==> src/mtep_pkg.sv <==
// Shared types, codes and status decode for the MIDI track event parser.
// No dependencies.
package mtep_pkg;

    localparam int VLQ_MAX_BYTES_DEF = 4;

    localparam int TIME_W = 28;
    localparam int BYTE_W = 8;

    // result kinds
    localparam logic [2:0] KIND_CHANNEL    = 3'd0;
    localparam logic [2:0] KIND_SYSEX_HDR  = 3'd1;
    localparam logic [2:0] KIND_META_HDR   = 3'd2;
    localparam logic [2:0] KIND_PAYLOAD    = 3'd3;
    localparam logic [2:0] KIND_ERROR      = 3'd4;

    // error codes
    localparam logic [1:0] ERR_NONE       = 2'd0;
    localparam logic [1:0] ERR_VLQ_LONG   = 2'd1;
    localparam logic [1:0] ERR_BAD_STATUS = 2'd2;

    // special status and meta bytes
    localparam logic [7:0] ST_SYSEX     = 8'hF0;
    localparam logic [7:0] ST_SYSEX_ESC = 8'hF7;
    localparam logic [7:0] ST_META      = 8'hFF;
    localparam logic [7:0] META_EOT     = 8'h2F;

    // status classes
    localparam logic [2:0] CLS_TWO   = 3'd0;
    localparam logic [2:0] CLS_ONE   = 3'd1;
    localparam logic [2:0] CLS_SYSEX = 3'd2;
    localparam logic [2:0] CLS_META  = 3'd3;
    localparam logic [2:0] CLS_BAD   = 3'd4;

    typedef struct packed {
        logic [2:0]        result_kind;
        logic [TIME_W-1:0] event_ticks;
        logic [BYTE_W-1:0] event_code;
        logic [3:0]        channel;
        logic [BYTE_W-1:0] param_first;
        logic [BYTE_W-1:0] param_second;
        logic [BYTE_W-1:0] meta_type;
        logic [TIME_W-1:0] payload_length;
        logic [BYTE_W-1:0] payload_byte;
        logic              last_of_event;
        logic              end_of_track;
        logic [1:0]        error_code;
    } result_t;

    function automatic logic [2:0] status_class(input logic [7:0] st);
        logic [2:0] cls;
        unique case (st) inside
            [8'h80:8'hBF], [8'hE0:8'hEF]: cls = CLS_TWO;
            [8'hC0:8'hDF]:                cls = CLS_ONE;
            ST_SYSEX, ST_SYSEX_ESC:       cls = CLS_SYSEX;
            ST_META:                      cls = CLS_META;
            default:                      cls = CLS_BAD;
        endcase
        return cls;
    endfunction

endpackage

==> src/midi_track_event_parser.sv <==
// MIDI track event parser: one track byte in, at most one result out per item.
// Depends on mtep_pkg.
//
// Usage:
//   s_valid/s_ready/s_stream_byte carry the raw track bytes that follow the
//   MTrk chunk header, one byte per item. m_valid/m_ready carry the results:
//   channel events, sysex/meta headers, payload bytes and errors.
//   An accepted byte lands in an input register and is parsed from there
//   into the result register, which presents its result on m_valid/m_ready.
//   One byte per cycle is sustained as long as the receiver keeps m_ready
//   high; the rate is set by the single parse step between the input and
//   result registers.
//   While a result waits for m_ready, one more byte is taken into the input
//   register; bytes that cause no result keep flowing through. A byte that
//   would produce a result waits in the input register until the result
//   register frees up, which then backpressures s_ready.
//   After an error result (over-long length value or unknown status) the
//   block drops every byte without results until aresetn is asserted.
//   Reset (synchronous, active low) empties both registers and returns the
//   parser to expecting a delta time with no running status.
module midi_track_event_parser
    import mtep_pkg::*;
#(
    parameter int VLQ_MAX_BYTES = VLQ_MAX_BYTES_DEF
) (
    input  logic              aclk,
    input  logic              aresetn,
    input  logic              s_valid,
    output logic              s_ready,
    input  logic [7:0]        s_stream_byte,
    output logic              m_valid,
    input  logic              m_ready,
    output logic [2:0]        m_result_kind,
    output logic [TIME_W-1:0] m_event_ticks,
    output logic [7:0]        m_event_code,
    output logic [3:0]        m_channel,
    output logic [7:0]        m_param_first,
    output logic [7:0]        m_param_second,
    output logic [7:0]        m_meta_type,
    output logic [TIME_W-1:0] m_payload_length,
    output logic [7:0]        m_payload_byte,
    output logic              m_last_of_event,
    output logic              m_end_of_track,
    output logic [1:0]        m_error_code
);

    localparam int CNT_W = $clog2(VLQ_MAX_BYTES + 1);

    localparam logic [2:0] PH_DELTA    = 3'd0;
    localparam logic [2:0] PH_STATUS   = 3'd1;
    localparam logic [2:0] PH_PARAM1   = 3'd2;
    localparam logic [2:0] PH_PARAM2   = 3'd3;
    localparam logic [2:0] PH_METATYPE = 3'd4;
    localparam logic [2:0] PH_LENGTH   = 3'd5;
    localparam logic [2:0] PH_PAYLOAD  = 3'd6;

    logic              in_valid_reg;
    logic [7:0]        in_byte_reg;
    logic              m_valid_reg;
    result_t           result_reg;

    logic [2:0]        phase_reg,      phase_next;
    logic [TIME_W-1:0] delta_reg,      delta_next;
    logic [CNT_W-1:0]  vlq_cnt_reg,    vlq_cnt_next;
    logic [7:0]        status_reg,     status_next;
    logic [7:0]        held_param_reg, held_param_next;
    logic [7:0]        held_meta_reg,  held_meta_next;
    logic [TIME_W-1:0] length_reg,     length_next;
    logic [TIME_W-1:0] bytes_left_reg, bytes_left_next;
    logic              halted_reg,     halted_next;

    result_t           res;
    logic              emit;
    logic              proc;
    logic              out_free;
    logic [7:0]        b;
    logic [7:0]        eff_status;
    logic [2:0]        cls;
    logic [TIME_W-1:0] vlq_src;
    logic [TIME_W-1:0] vlq_shift;
    logic [CNT_W-1:0]  cnt_inc;
    logic              too_long;
    logic              is_meta;
    logic              eot;
    logic              do_err;
    logic [1:0]        err_code;
    logic              do_chan;
    logic [7:0]        chan_p1;
    logic [7:0]        chan_p2;
    logic              do_len;
    logic              do_done;

    always_comb begin
        b          = in_byte_reg;
        eff_status = (phase_reg == PH_STATUS && b[7]) ? b : status_reg;
        cls        = status_class(eff_status);
        vlq_src    = (phase_reg == PH_DELTA) ? delta_reg : length_reg;
        vlq_shift  = {vlq_src[TIME_W-8:0], b[6:0]};
        cnt_inc    = vlq_cnt_reg + CNT_W'(1);
        too_long   = b[7] && (cnt_inc >= CNT_W'(VLQ_MAX_BYTES));
        is_meta    = eff_status == ST_META;
        eot        = is_meta && held_meta_reg == META_EOT;

        phase_next      = phase_reg;
        delta_next      = delta_reg;
        vlq_cnt_next    = vlq_cnt_reg;
        status_next     = status_reg;
        held_param_next = held_param_reg;
        held_meta_next  = held_meta_reg;
        length_next     = length_reg;
        bytes_left_next = bytes_left_reg;
        halted_next     = halted_reg;

        res      = '0;
        emit     = 1'b0;
        do_err   = 1'b0;
        err_code = ERR_NONE;
        do_chan  = 1'b0;
        chan_p1  = b;
        chan_p2  = '0;
        do_len   = 1'b0;
        do_done  = 1'b0;

        if (!halted_reg) begin
            unique case (phase_reg)
                PH_DELTA: begin
                    delta_next = vlq_shift;
                    if (!b[7]) begin
                        vlq_cnt_next = '0;
                        phase_next   = PH_STATUS;
                    end else if (too_long) begin
                        do_err   = 1'b1;
                        err_code = ERR_VLQ_LONG;
                    end else begin
                        vlq_cnt_next = cnt_inc;
                    end
                end
                PH_STATUS: begin
                    status_next = eff_status;
                    if (b[7]) begin
                        unique case (cls)
                            CLS_TWO, CLS_ONE: phase_next = PH_PARAM1;
                            CLS_SYSEX: begin
                                held_meta_next = '0;
                                length_next    = '0;
                                vlq_cnt_next   = '0;
                                phase_next     = PH_LENGTH;
                            end
                            CLS_META: phase_next = PH_METATYPE;
                            default: begin
                                do_err   = 1'b1;
                                err_code = ERR_BAD_STATUS;
                            end
                        endcase
                    end else begin
                        // running status: this byte is the first after the status
                        unique case (cls)
                            CLS_TWO: begin
                                held_param_next = b;
                                phase_next      = PH_PARAM2;
                            end
                            CLS_ONE: do_chan = 1'b1;
                            CLS_SYSEX: begin
                                held_meta_next = '0;
                                do_len         = 1'b1;
                            end
                            CLS_META: begin
                                held_meta_next = b;
                                length_next    = '0;
                                vlq_cnt_next   = '0;
                                phase_next     = PH_LENGTH;
                            end
                            default: begin
                                do_err   = 1'b1;
                                err_code = ERR_BAD_STATUS;
                            end
                        endcase
                    end
                end
                PH_PARAM1: begin
                    if (cls == CLS_ONE) begin
                        do_chan = 1'b1;
                    end else begin
                        held_param_next = b;
                        phase_next      = PH_PARAM2;
                    end
                end
                PH_PARAM2: begin
                    do_chan = 1'b1;
                    chan_p1 = held_param_reg;
                    chan_p2 = b;
                end
                PH_METATYPE: begin
                    held_meta_next = b;
                    length_next    = '0;
                    vlq_cnt_next   = '0;
                    phase_next     = PH_LENGTH;
                end
                PH_LENGTH: do_len = 1'b1;
                PH_PAYLOAD: begin
                    emit                = 1'b1;
                    res.result_kind     = KIND_PAYLOAD;
                    res.event_ticks     = delta_reg;
                    res.event_code      = eff_status;
                    res.meta_type       = is_meta ? held_meta_reg : '0;
                    res.payload_length  = length_reg;
                    res.payload_byte    = b;
                    res.end_of_track    = eot;
                    bytes_left_next     = bytes_left_reg - TIME_W'(1);
                    if (bytes_left_next == '0) begin
                        res.last_of_event = 1'b1;
                        do_done           = 1'b1;
                    end
                end
                default: phase_next = PH_DELTA;
            endcase
        end

        if (do_len) begin
            length_next = vlq_shift;
            phase_next  = PH_LENGTH;
            if (b[7]) begin
                if (too_long) begin
                    do_err   = 1'b1;
                    err_code = ERR_VLQ_LONG;
                end else begin
                    vlq_cnt_next = cnt_inc;
                end
            end else begin
                vlq_cnt_next       = '0;
                emit               = 1'b1;
                res.result_kind    = is_meta ? KIND_META_HDR : KIND_SYSEX_HDR;
                res.event_ticks    = delta_reg;
                res.event_code     = eff_status;
                res.meta_type      = is_meta ? held_meta_reg : '0;
                res.payload_length = vlq_shift;
                res.end_of_track   = eot;
                if (vlq_shift == '0) begin
                    res.last_of_event = 1'b1;
                    do_done           = 1'b1;
                end else begin
                    bytes_left_next = vlq_shift;
                    phase_next      = PH_PAYLOAD;
                end
            end
        end

        if (do_chan) begin
            emit              = 1'b1;
            res.result_kind   = KIND_CHANNEL;
            res.event_ticks   = delta_reg;
            res.event_code    = {eff_status[7:4], 4'h0};
            res.channel       = eff_status[3:0];
            res.param_first   = chan_p1;
            res.param_second  = chan_p2;
            res.last_of_event = 1'b1;
            do_done           = 1'b1;
        end

        if (do_done) begin
            phase_next      = PH_DELTA;
            delta_next      = '0;
            vlq_cnt_next    = '0;
            length_next     = '0;
            bytes_left_next = '0;
            held_param_next = '0;
            if (eot) begin
                status_next = '0;
            end
        end

        if (do_err) begin
            emit            = 1'b1;
            res             = '0;
            res.result_kind = KIND_ERROR;
            res.error_code  = err_code;
            halted_next     = 1'b1;
        end
    end

    assign out_free = !m_valid_reg || m_ready;
    assign proc     = in_valid_reg && (out_free || !emit);
    assign s_ready  = !in_valid_reg || proc;

    always_ff @(posedge aclk) begin
        if (!aresetn) begin
            in_valid_reg   <= 1'b0;
            m_valid_reg    <= 1'b0;
            phase_reg      <= PH_DELTA;
            delta_reg      <= '0;
            vlq_cnt_reg    <= '0;
            status_reg     <= '0;
            length_reg     <= '0;
            bytes_left_reg <= '0;
            halted_reg     <= 1'b0;
        end else begin
            if (s_valid && s_ready) begin
                in_valid_reg <= 1'b1;
            end else if (proc) begin
                in_valid_reg <= 1'b0;
            end
            if (proc && emit) begin
                m_valid_reg <= 1'b1;
            end else if (m_ready) begin
                m_valid_reg <= 1'b0;
            end
            if (proc) begin
                phase_reg      <= phase_next;
                delta_reg      <= delta_next;
                vlq_cnt_reg    <= vlq_cnt_next;
                status_reg     <= status_next;
                length_reg     <= length_next;
                bytes_left_reg <= bytes_left_next;
                halted_reg     <= halted_next;
            end
        end
    end

    always_ff @(posedge aclk) begin
        if (s_valid && s_ready) begin
            in_byte_reg <= s_stream_byte;
        end
        if (proc) begin
            held_param_reg <= held_param_next;
            held_meta_reg  <= held_meta_next;
        end
        if (proc && emit) begin
            result_reg <= res;
        end
    end

    assign m_valid          = m_valid_reg;
    assign m_result_kind    = result_reg.result_kind;
    assign m_event_ticks    = result_reg.event_ticks;
    assign m_event_code     = result_reg.event_code;
    assign m_channel        = result_reg.channel;
    assign m_param_first    = result_reg.param_first;
    assign m_param_second   = result_reg.param_second;
    assign m_meta_type      = result_reg.meta_type;
    assign m_payload_length = result_reg.payload_length;
    assign m_payload_byte   = result_reg.payload_byte;
    assign m_last_of_event  = result_reg.last_of_event;
    assign m_end_of_track   = result_reg.end_of_track;
    assign m_error_code     = result_reg.error_code;

    a_halt_sticky: assert property (@(posedge aclk) disable iff (!aresetn)
        halted_reg |=> halted_reg)
        else $error("halt flag dropped without reset");

    a_halt_silent: assert property (@(posedge aclk) disable iff (!aresetn)
        (halted_reg && proc) |-> !emit)
        else $error("result produced while halted");

    a_err_halts: assert property (@(posedge aclk) disable iff (!aresetn)
        (m_valid && m_result_kind == KIND_ERROR) |-> halted_reg)
        else $error("error item without halt");

    a_payload_count: assert property (@(posedge aclk) disable iff (!aresetn)
        (phase_reg == PH_PAYLOAD) |-> (bytes_left_reg != '0))
        else $error("payload phase with no bytes left");

endmodule

==> config.mk <==
export PLATFORM = sky130hd
export DESIGN_NAME = midi_track_event_parser
export DESIGN_NICKNAME = d
export VERILOG_FILES = /design/src/mtep_pkg.sv /design/src/midi_track_event_parser.sv
export SDC_FILE = /design/constraint.sdc
export NUM_CORES = 1
export LEC_CHECK = 0
export BUFFER_PORTS_ARGS = -buffer_cell sky130_fd_sc_hd__buf_2
export CORE_AREA = 2 2 150 152
export CTS_CLUSTER_SIZE = 10
export DETAILED_ROUTE_END_ITERATION = 8
export DIE_AREA = 0 0 152 154
export PLACE_DENSITY = 0.76
export SLEW_MARGIN = 20
export SYNTH_ARGS = -nofsm -noshare
export SYNTH_HDL_FRONTEND = slang
export SYNTH_SLANG_ARGS = --single-unit
export TNS_END_PERCENT = 10
==> constraint.sdc <==
create_clock -name aclk -period 7 [get_ports aclk]
set_input_delay 0.7 -clock aclk [delete_from_list [all_inputs] [get_ports aclk]]
set_output_delay 0.7 -clock aclk [all_outputs]
set_load 0.02 [all_outputs]
# Word level (Yosys, flattened, before mapping)
# Cells that the tools add are included.
# word_totals
ff_bits	232
out_inout_bits	109
elab_cells	220
# classes
add_sub_neg	2
magnitude_cmp	7
n_eq_ne	27
n_mux	114
n_bitwise	4
n_reduce_logical	40
# op_table
operator	n
$mux 28	15
$mux 8	16
$mux 38	3
$mux 46	2
$mux 36	2
$mux 59	1
$logic_not 28->1	2
$pmux 28 s2	1
$mux 3	16
$pmux 8 s2	3
$mux 39	1
$mux 1	34
$sub 28x1->28 const B	1
$eq 8x8->1 const B	3
$ge 8x8->1 const B	3
$le 8x8->1 const B	3
$mux 21	1
$mux 2	10
$pmux 3 s3	2
$pmux 3 s5	1
$eq 3x2->1 const B	4
$pmux 3 s4	1
$ne 5x4->1 const B	2
$reduce_and 5->1	2
other kinds (31)	65

# Logic depth before layout (Yosys ltp)
# Gate-level depths: netlist (run 1).
# logic_depth
word_depth	22
depth_mapped	12
depth_no_buf	9

# Worst setup path before layout (run 1)
# Ideal clock, no wire load.
# synth_path
kind	flip-flop to flip-flop
startpoint	reg in_byte_reg[3] (netlist: b[3])
endpoint	reg result_reg (netlist bit m_channel[0]) (enable)
setup_time_ns	0.574
arrival_ns	6.508
required_time_ns	6.426
setup_slack_ns	-0.082
path_stages_with_launch	9
path_buffers	2
period_less_slack_ns	7.082
cell_sequence	edfxtp_1 > clkbuf_1 > nor4_1 > nor4_1 > a311oi_1 > o311a_1 > o21ai_1 > clkbuf_1 > nor2_1
# synth_via
elab_chain_cells	18
word_cells_on_any_way	42
classes_between	order compare (6); eq/ne (6); mux (19); reduce/logical (11)
# synth_rtl
item	line	source
from (decl)	midi_track_event_parser.sv:58	logic [7:0] in_byte_reg;
from (signal assigned)	midi_track_event_parser.sv:321	in_byte_reg <= s_stream_byte;
$mux 8 (*)	midi_track_event_parser.sv:95	eff_status = (phase_reg == PH_STATUS && b[7]) ? b : status_reg;
$ge 8x8->1 (implied by the code) / $le 8x8->1 (equally long branches)	midi_track_event_parser.sv:96	cls = status_class(eff_status);
$logic_and 1x1->1 (implied by the code)	midi_track_event_parser.sv:96	
$reduce_or 2->1	mtep_pkg.sv:52	unique case (st) inside
$pmux 3 s4 (*)	mtep_pkg.sv:52	
$eq 3x1->1 (tied with other cells)	midi_track_event_parser.sv:141, midi_track_event_parser.sv:157, midi_track_event_parser.sv:181	
$reduce_or 4->1 (no line)	--	
$mux 1	midi_track_event_parser.sv:141, midi_track_event_parser.sv:157	
(+2 left out)	--	
$mux 1	midi_track_event_parser.sv:223	if (too_long) begin
$mux 1	midi_track_event_parser.sv:222	if (b[7]) begin
$mux 1	midi_track_event_parser.sv:219	if (do_len) begin
$mux 1 (*)	midi_track_event_parser.sv:272	if (do_err) begin
$logic_not 1->1	midi_track_event_parser.sv:282	assign proc = in_valid_reg && (out_free || !emit);
$logic_or 1x1->1	midi_track_event_parser.sv:282	
$logic_and 1x1->1	midi_track_event_parser.sv:282	
$logic_and 1x1->1 (*)	midi_track_event_parser.sv:327	if (proc && emit) begin
to (signal assigned)	midi_track_event_parser.sv:328	result_reg <= res;
to (decl)	midi_track_event_parser.sv:60	result_t result_reg;
# Every way passes the cells marked *; elsewhere a longest branch is shown, timed or not.
# A chain may end at the register's enable or synchronous reset.

# Final worst setup path (run 1)
# layout_path
startpoint	reg phase_reg[2]
endpoint	reg delta_reg[14]
# layout_via
elab_chain_cells	20
word_cells_on_any_way	65
classes_between	order compare (6); eq/ne (12); mux (32); reduce/logical (15)
# layout_rtl
item	line	source
from (decl)	midi_track_event_parser.sv:62	logic [2:0] phase_reg, phase_next;
from (signal assigned)	midi_track_event_parser.sv:308	phase_reg <= phase_next;
$eq 3x1->1	midi_track_event_parser.sv:95, midi_track_event_parser.sv:125	
$logic_and 1x1->1	midi_track_event_parser.sv:95	
$mux 8	midi_track_event_parser.sv:95	
$ge 8x8->1 (implied by the code) / $le 8x8->1 (equally long branches)	midi_track_event_parser.sv:96	
$logic_and 1x1->1 (implied by the code)	midi_track_event_parser.sv:96	
$reduce_or 2->1	mtep_pkg.sv:52	
$pmux 3 s4	mtep_pkg.sv:52	
$eq 3x1->1 (tied with other cells)	midi_track_event_parser.sv:141, midi_track_event_parser.sv:157, midi_track_event_parser.sv:181	
(+4 left out)	--	
$mux 1	midi_track_event_parser.sv:223	
$mux 1	midi_track_event_parser.sv:222	
$mux 1	midi_track_event_parser.sv:219	
$mux 1	midi_track_event_parser.sv:272	
$logic_not 1->1	midi_track_event_parser.sv:282	
$logic_or 1x1->1	midi_track_event_parser.sv:282	
$logic_and 1x1->1	midi_track_event_parser.sv:282	
$reduce_and 3->1 (no line)	--	
to (signal assigned)	midi_track_event_parser.sv:309	delta_reg <= delta_next;
to (decl)	midi_track_event_parser.sv:63	logic [TIME_W-1:0] delta_reg, delta_next;
# Parallel ways exist; a longest one is shown, timed or not. The select of a mux whose other input is x is not followed.

==> impl_metrics.tcl, run 1 <==
set metrics [dict create \
    status "finished, final reports clean" \
    synthMuxAreaShare_pct 7.386 \
    track_usage_pct 27.34 \
    max_slew_margin_pct 23.05 \
    synth_area_mm2 0.01154 \
    ys.flop_type "edfxtp_1" \
    drive_above_1_share_pct 15.40 \
    core_area_mm2 0.02169 \
    finalSetupViolations 0 \
    synth_top_family_by_area "simple AND/OR/NAND/NOR gates" \
    layout_commonest_cell "nand2_1" \
    path_clk_slew_ns 0.06 \
    path_cells "nor4bb_4 -> buf_4 -> nand2_1 -> nor3_1 -> o2111ai_1 -> a2111o_2 -> buf_4 -> a31oi_4 -> buf_4 -> mux2i_1" \
    grt_pass1_wl_um 51580 \
    holdWs_ns 0.3532 \
    async_flop_share_pct 0 \
    cp_common_cell "buf_4" \
    cts_setup_buffers 0 \
    layout.area.seq_mm2 0.005956 \
    p_leak_uw 0.004715 \
    clk_latency_ns 0.52 \
    cts_resized 0 \
    fin_area_mm2 0.01302 \
    yosysUniqueCellTypes 78 \
    dr.max_layer_used "met4" \
    syn_avg_cell_area_um2 9.727 \
    finalHoldViolations 0 \
    synthCells 1186 \
    multiInputGateArea_mm2 0.005115 \
    clockRootBuffer "clkbuf_16" \
    avgRoutedWirePerCell_um 21.17 \
    clock.fmax_mhz 245.9 \
    switching_power_uw 702.1 \
    gr-total-overflow 0 \
    hpwl_um 21950 \
    diodes 0 \
    crit_path_top_delay_cell "dfxtp_1" \
    die_area_mm2 0.02341 \
    fill_cells 1841 \
    layout_common_cells "201 x nand2_1, 131 x edfxtp_1, 119 x buf_2" \
    power_frac_seq_pct 50.6 \
    synthXorXnorAreaFrac_pct 0.7592 \
    ant_nets 0 \
    wl_met2_um 14590 \
    finalMaxSlewViolations 0 \
    yosys_warnings 0 \
    std_cell_rows 54 \
    syn_nets 1201 \
    finClkSkew_ns 0.01461 \
    met3_length_um 3553 \
    synth_compound_area_share_pct 12.35 \
    drt-vias-per-instance 6.272 \
    drt-met1-wl_um 14100 \
    worst_pin_slew_ns 1.154 \
    place_inst 1510 \
    first_pass_iters 5 \
    grt_pass1_vias 9114 \
    initial_core_util_pct 53.19 \
    boundaryPins 121 \
    power_density_mw_per_mm2 227.6 \
    fin_crit_ns 4.067 \
    combPwrFrac_pct 7.3 \
    drc 0 \
    drv_cap 0 \
    routabilityCongestion 0.9483 \
    p_clk_share_pct 42.1 \
    critPathMaxFanout 74 \
    total_power_uw 2964 \
    fin_crit_sh_pct 58.09 \
    vdd_drop_max_mv 0.1468 \
    synth-seq-cells 232 \
    antenna_found_initial 0 \
    tritoncts "yes" \
    worstPathRequired_ns 7.43 \
    swShare_pct 23.69 \
    synth-simple-area-share_pct 23.16 \
    arrival_ns 4.50 \
    wirelength_um 33000 \
    intPower_uw 2262 \
    clockBufferDepth 3 \
    fin_cells 1559 \
    die_h_um 154 \
    cts_num_sinks 232 \
    vias 9778 \
    cts.hold.buffers_added 0 \
    critPathMaxStageDelay_ns 0.81 \
    synthAdderAreaFrac_pct 0.3254 \
    htree_levels 1 \
    fin_nets 1274 \
    critical_path_class "flip-flop to flip-flop" \
    area_delta_synth_final_pct 12.87 \
    setup_tns_ns 0 \
    drtIter0Drc 1129 \
    die_x_um 152 \
    numCtsBuffers 27 \
    hp-class "primary input to flip-flop" \
    ys_seq_area_share_pct 51.63 \
    grt_max_degree 111 \
    place_area_mm2 0.01225 \
    synth-edff-count 131 \
    end_kind "flip-flop" \
    port_buffers 120 \
    critPathLaunchType "flip-flop" \
    rsz0062_at_grt "no" \
]
## routing by layer
layer | track usage (%) | vias to the layer above
li1 | - | 4481
met1 | 40.28 | 4650
met2 | 40.99 | 578
met3 | 5.693 | 69
met4 | 7.655 | 0
met5 | 0 | -
## through the flow
stage / setup WS (ns) / utilization [%]
final: 2.933 / 60.04
after floorplan: 1.701 / -
after detailed placement: 3.058 / 56.48
after global placement: 3.151 / 56.48
after CTS: 3.014 / 60.04
after global routing: 2.740 / 60.04
## logic make-up (layout without fill, tap and decap cells)
family                     count (synthesis)  after routing
buffers and inverters                    111            204
xor gates and xnor gates                  10             10
and+or+nand+nor                          541            541
AOI/OAI and AO/OA                        204            204
adders and majority gates                  3              3
muxes                                     85             85
DFF                                      232            232
## critical path: cells and delay by family, from the launching register on
family / cells / cell delay [ns]
buf+inv: 3 / 1.29
flops: 1 / 0.81
mux: 1 / 0.28
compound gates: 3 / 0.83
simple gates: 3 / 0.69
## power groups by stage
stage | registers [µW] | clock network (µW) | logic (µW)
2_1_floorplan | 1520 | 0 | 149
3_3_place_gp | 1520 | 0 | 212
3_5_place_dp | 1530 | 0 | 213
4_1_cts | 1500 | 1270 | 213
5_1_grt | 1500 | 1320 | 231
6_report | 1500 | 1250 | 217
## final cells by class
cell class	instances	share of cell area, %
clock buffers	47	5.842
clock inverters	2	0.07687
inverters	13	0.3747
multi-input cells	843	39.28
flip-flops and latches	232	45.74
well taps	280	2.691
repair buffers	142	5.996
## synthesized netlist by cell type (27+ instances only)
master,number,area share (%)
clkbuf_1,80,2.6
nand2_1,201,6.5
nand4_1,34,1.8
a21oi_1,37,1.6
dfxtp_1,101,18
nand3_1,54,2.3
nor2_1,75,2.4
nor2b_1,36,2.0
o21ai_0,35,1.5
mux2i_1,84,7.3
and2_1,27,1.5
edfxtp_1,131,34
## final timing paths
check                        start             to  slack (ns)  cells after the start
setup / recovery      phase_reg[2]  delta_reg[14]        2.93                     10
hold / removal    s_stream_byte[5]           b[5]        0.35                      1
setup reg to reg      phase_reg[2]  delta_reg[14]        2.93                     10
hold reg to reg      delta_reg[24]  delta_reg[24]        0.46                      2
(Power assumes the default switching activity.)
==> run 2: changes to the inputs <==
- clock period: 7 -> 3.7 ns (I/O delays scaled with it)
==> impl_metrics.tcl, run 2 (synthesis gave the netlist of run 1 again) <==
set metrics [dict create \
    status "finished, final reports clean" \
    antenna_found_initial 0 \
    path_clk_slew_ns 0.06 \
    clockBufferDepth 3 \
    port_buffers 120 \
    diodes 0 \
    die_x_um 152 \
    fin_nets 1307 \
    worst_pin_slew_ns 0.8172 \
    area_delta_synth_final_pct 15.26 \
    hpwl_um 21980 \
    rsz0062_at_grt "no" \
    place_ws_ns 0.3293 \
    critPathLaunchType "flip-flop" \
    vias 9921 \
    r2r_start "bytes_left_reg[0]" \
    drc 0 \
    layout_commonest_cell "nand2_1" \
    multiInputGateArea_mm2 0.005149 \
    hp-class "primary input to flip-flop" \
    fin_crit_sh_pct 93.47 \
    core_area_mm2 0.02169 \
    cts_resized 0 \
    p_leak_uw 0.004870 \
    layout.area.seq_mm2 0.005956 \
    grt_pass1_wl_um 51440 \
    vdd_drop_max_mv 0.2982 \
    cts.hold.buffers_added 0 \
    total_power_uw 5601 \
    wirelength_um 32500 \
    cp-startpoint "bytes_left_reg[0]" \
    grt_pass1_vias 9257 \
    drv_cap 0 \
    clk_latency_ns 0.53 \
    layout_common_cells "201 x nand2_1, 131 x edfxtp_1, 119 x buf_2" \
    initial_core_util_pct 53.19 \
    fill_cells 1794 \
    cts_setup_buffers 0 \
    finalMaxSlewViolations 0 \
    grt_max_degree 68 \
    die_area_mm2 0.02341 \
    crit_path_top_delay_cell "a2111o_2" \
    arrival_ns 3.83 \
    std_cell_rows 54 \
    max_slew_margin_pct 45.32 \
    die_h_um 154 \
    critPathMaxStageDelay_ns 0.68 \
    drt-vias-per-instance 6.240 \
    avgRoutedWirePerCell_um 20.44 \
    drtIter0Drc 1419 \
    fin_crit_ns 3.458 \
    critical_path_class "flip-flop to flip-flop" \
    clockRootBuffer "clkbuf_16" \
    finClkSkew_ns 0.01710 \
    hold_start "s_stream_byte[3]" \
    fin_cells 1590 \
    routabilityCongestion 0.9709 \
    drive_above_1_share_pct 17.63 \
    worstPathRequired_ns 4.08 \
    finalHoldViolations 0 \
    numCtsBuffers 27 \
    track_usage_pct 26.98 \
    cts_num_sinks 232 \
    boundaryPins 121 \
    fin_util_pct 61.31 \
    path_cells "inv_1 -> ha_1 -> nor3b_2 -> a32o_1 -> a22oi_1 -> a211o_1 -> a2111o_2 -> a211oi_2 -> nor3_1" \
    finalSetupViolations 0 \
    place_inst 1543 \
    clock.fmax_mhz 289.2 \
    htree_levels 1 \
    ant_nets 0 \
    power_density_mw_per_mm2 421.2 \
    first_pass_iters 5 \
    holdWs_ns 0.02404 \
    critPathMaxFanout 22 \
    end_kind "flip-flop" \
    tritoncts "yes" \
    setup_ws_ns 0.2418 \
    gr-total-overflow 0 \
]
## run 2: per-layer routing
layer  track usage (%)  wire length (µm)
met3             5.355              3262
met4             7.877               817
met1             38.45             13540
met2             42.04             14880
met5                 0                 0
## run 2: cell type report
cell class	count	share of cell area, %
Tap cell	280	2.635
Timing Repair Buffer	175	7.829
Sequential cell	232	44.79
Inverter	13	0.3670
Multi-Input combinational cell	843	38.72
Clock buffer	45	5.590
Clock inverter	2	0.06587
## run 2: path summary, 6_finish.rpt
| check | slack, ns | cells past startpoint | endpoint |
|---|---|---|---|
| setup / recovery | 0.24 | 9 | status_reg[5] |
| hold / removal | 0.02 | 1 | b[3] |
| setup reg to reg | 0.24 | 9 | status_reg[5] |
| hold reg to reg | 0.46 | 2 | delta_reg[24] |
## run 2: worst max-delay path: cells and delay by family (launching register included)
kind            cells  cell delay [ns]
compound gates      5             1.94
simple gates        2             0.64
flops               1             0.35
fa+ha+maj           1             0.25
buf+inv             1             0.10
## run 2: stage by stage
step / TNS, ns / area, µm²
CTS: 0 / 13300
finish: 0 / 13300
detailed placement: 0 / 12540
floorplan: -4.783 / 11600
global route: 0 / 13300
global placement: 0 / 12540
## run 2: power breakdown
| group | total, µW | switching (µW) | internal (µW) |
|---|---|---|---|
| logic | 447 | 290 | 156 |
| clock network | 2330 | 979 | 1350 |
| registers | 2830 | 61.9 | 2760 |
| total | 5600 | 1330 | 4270 |
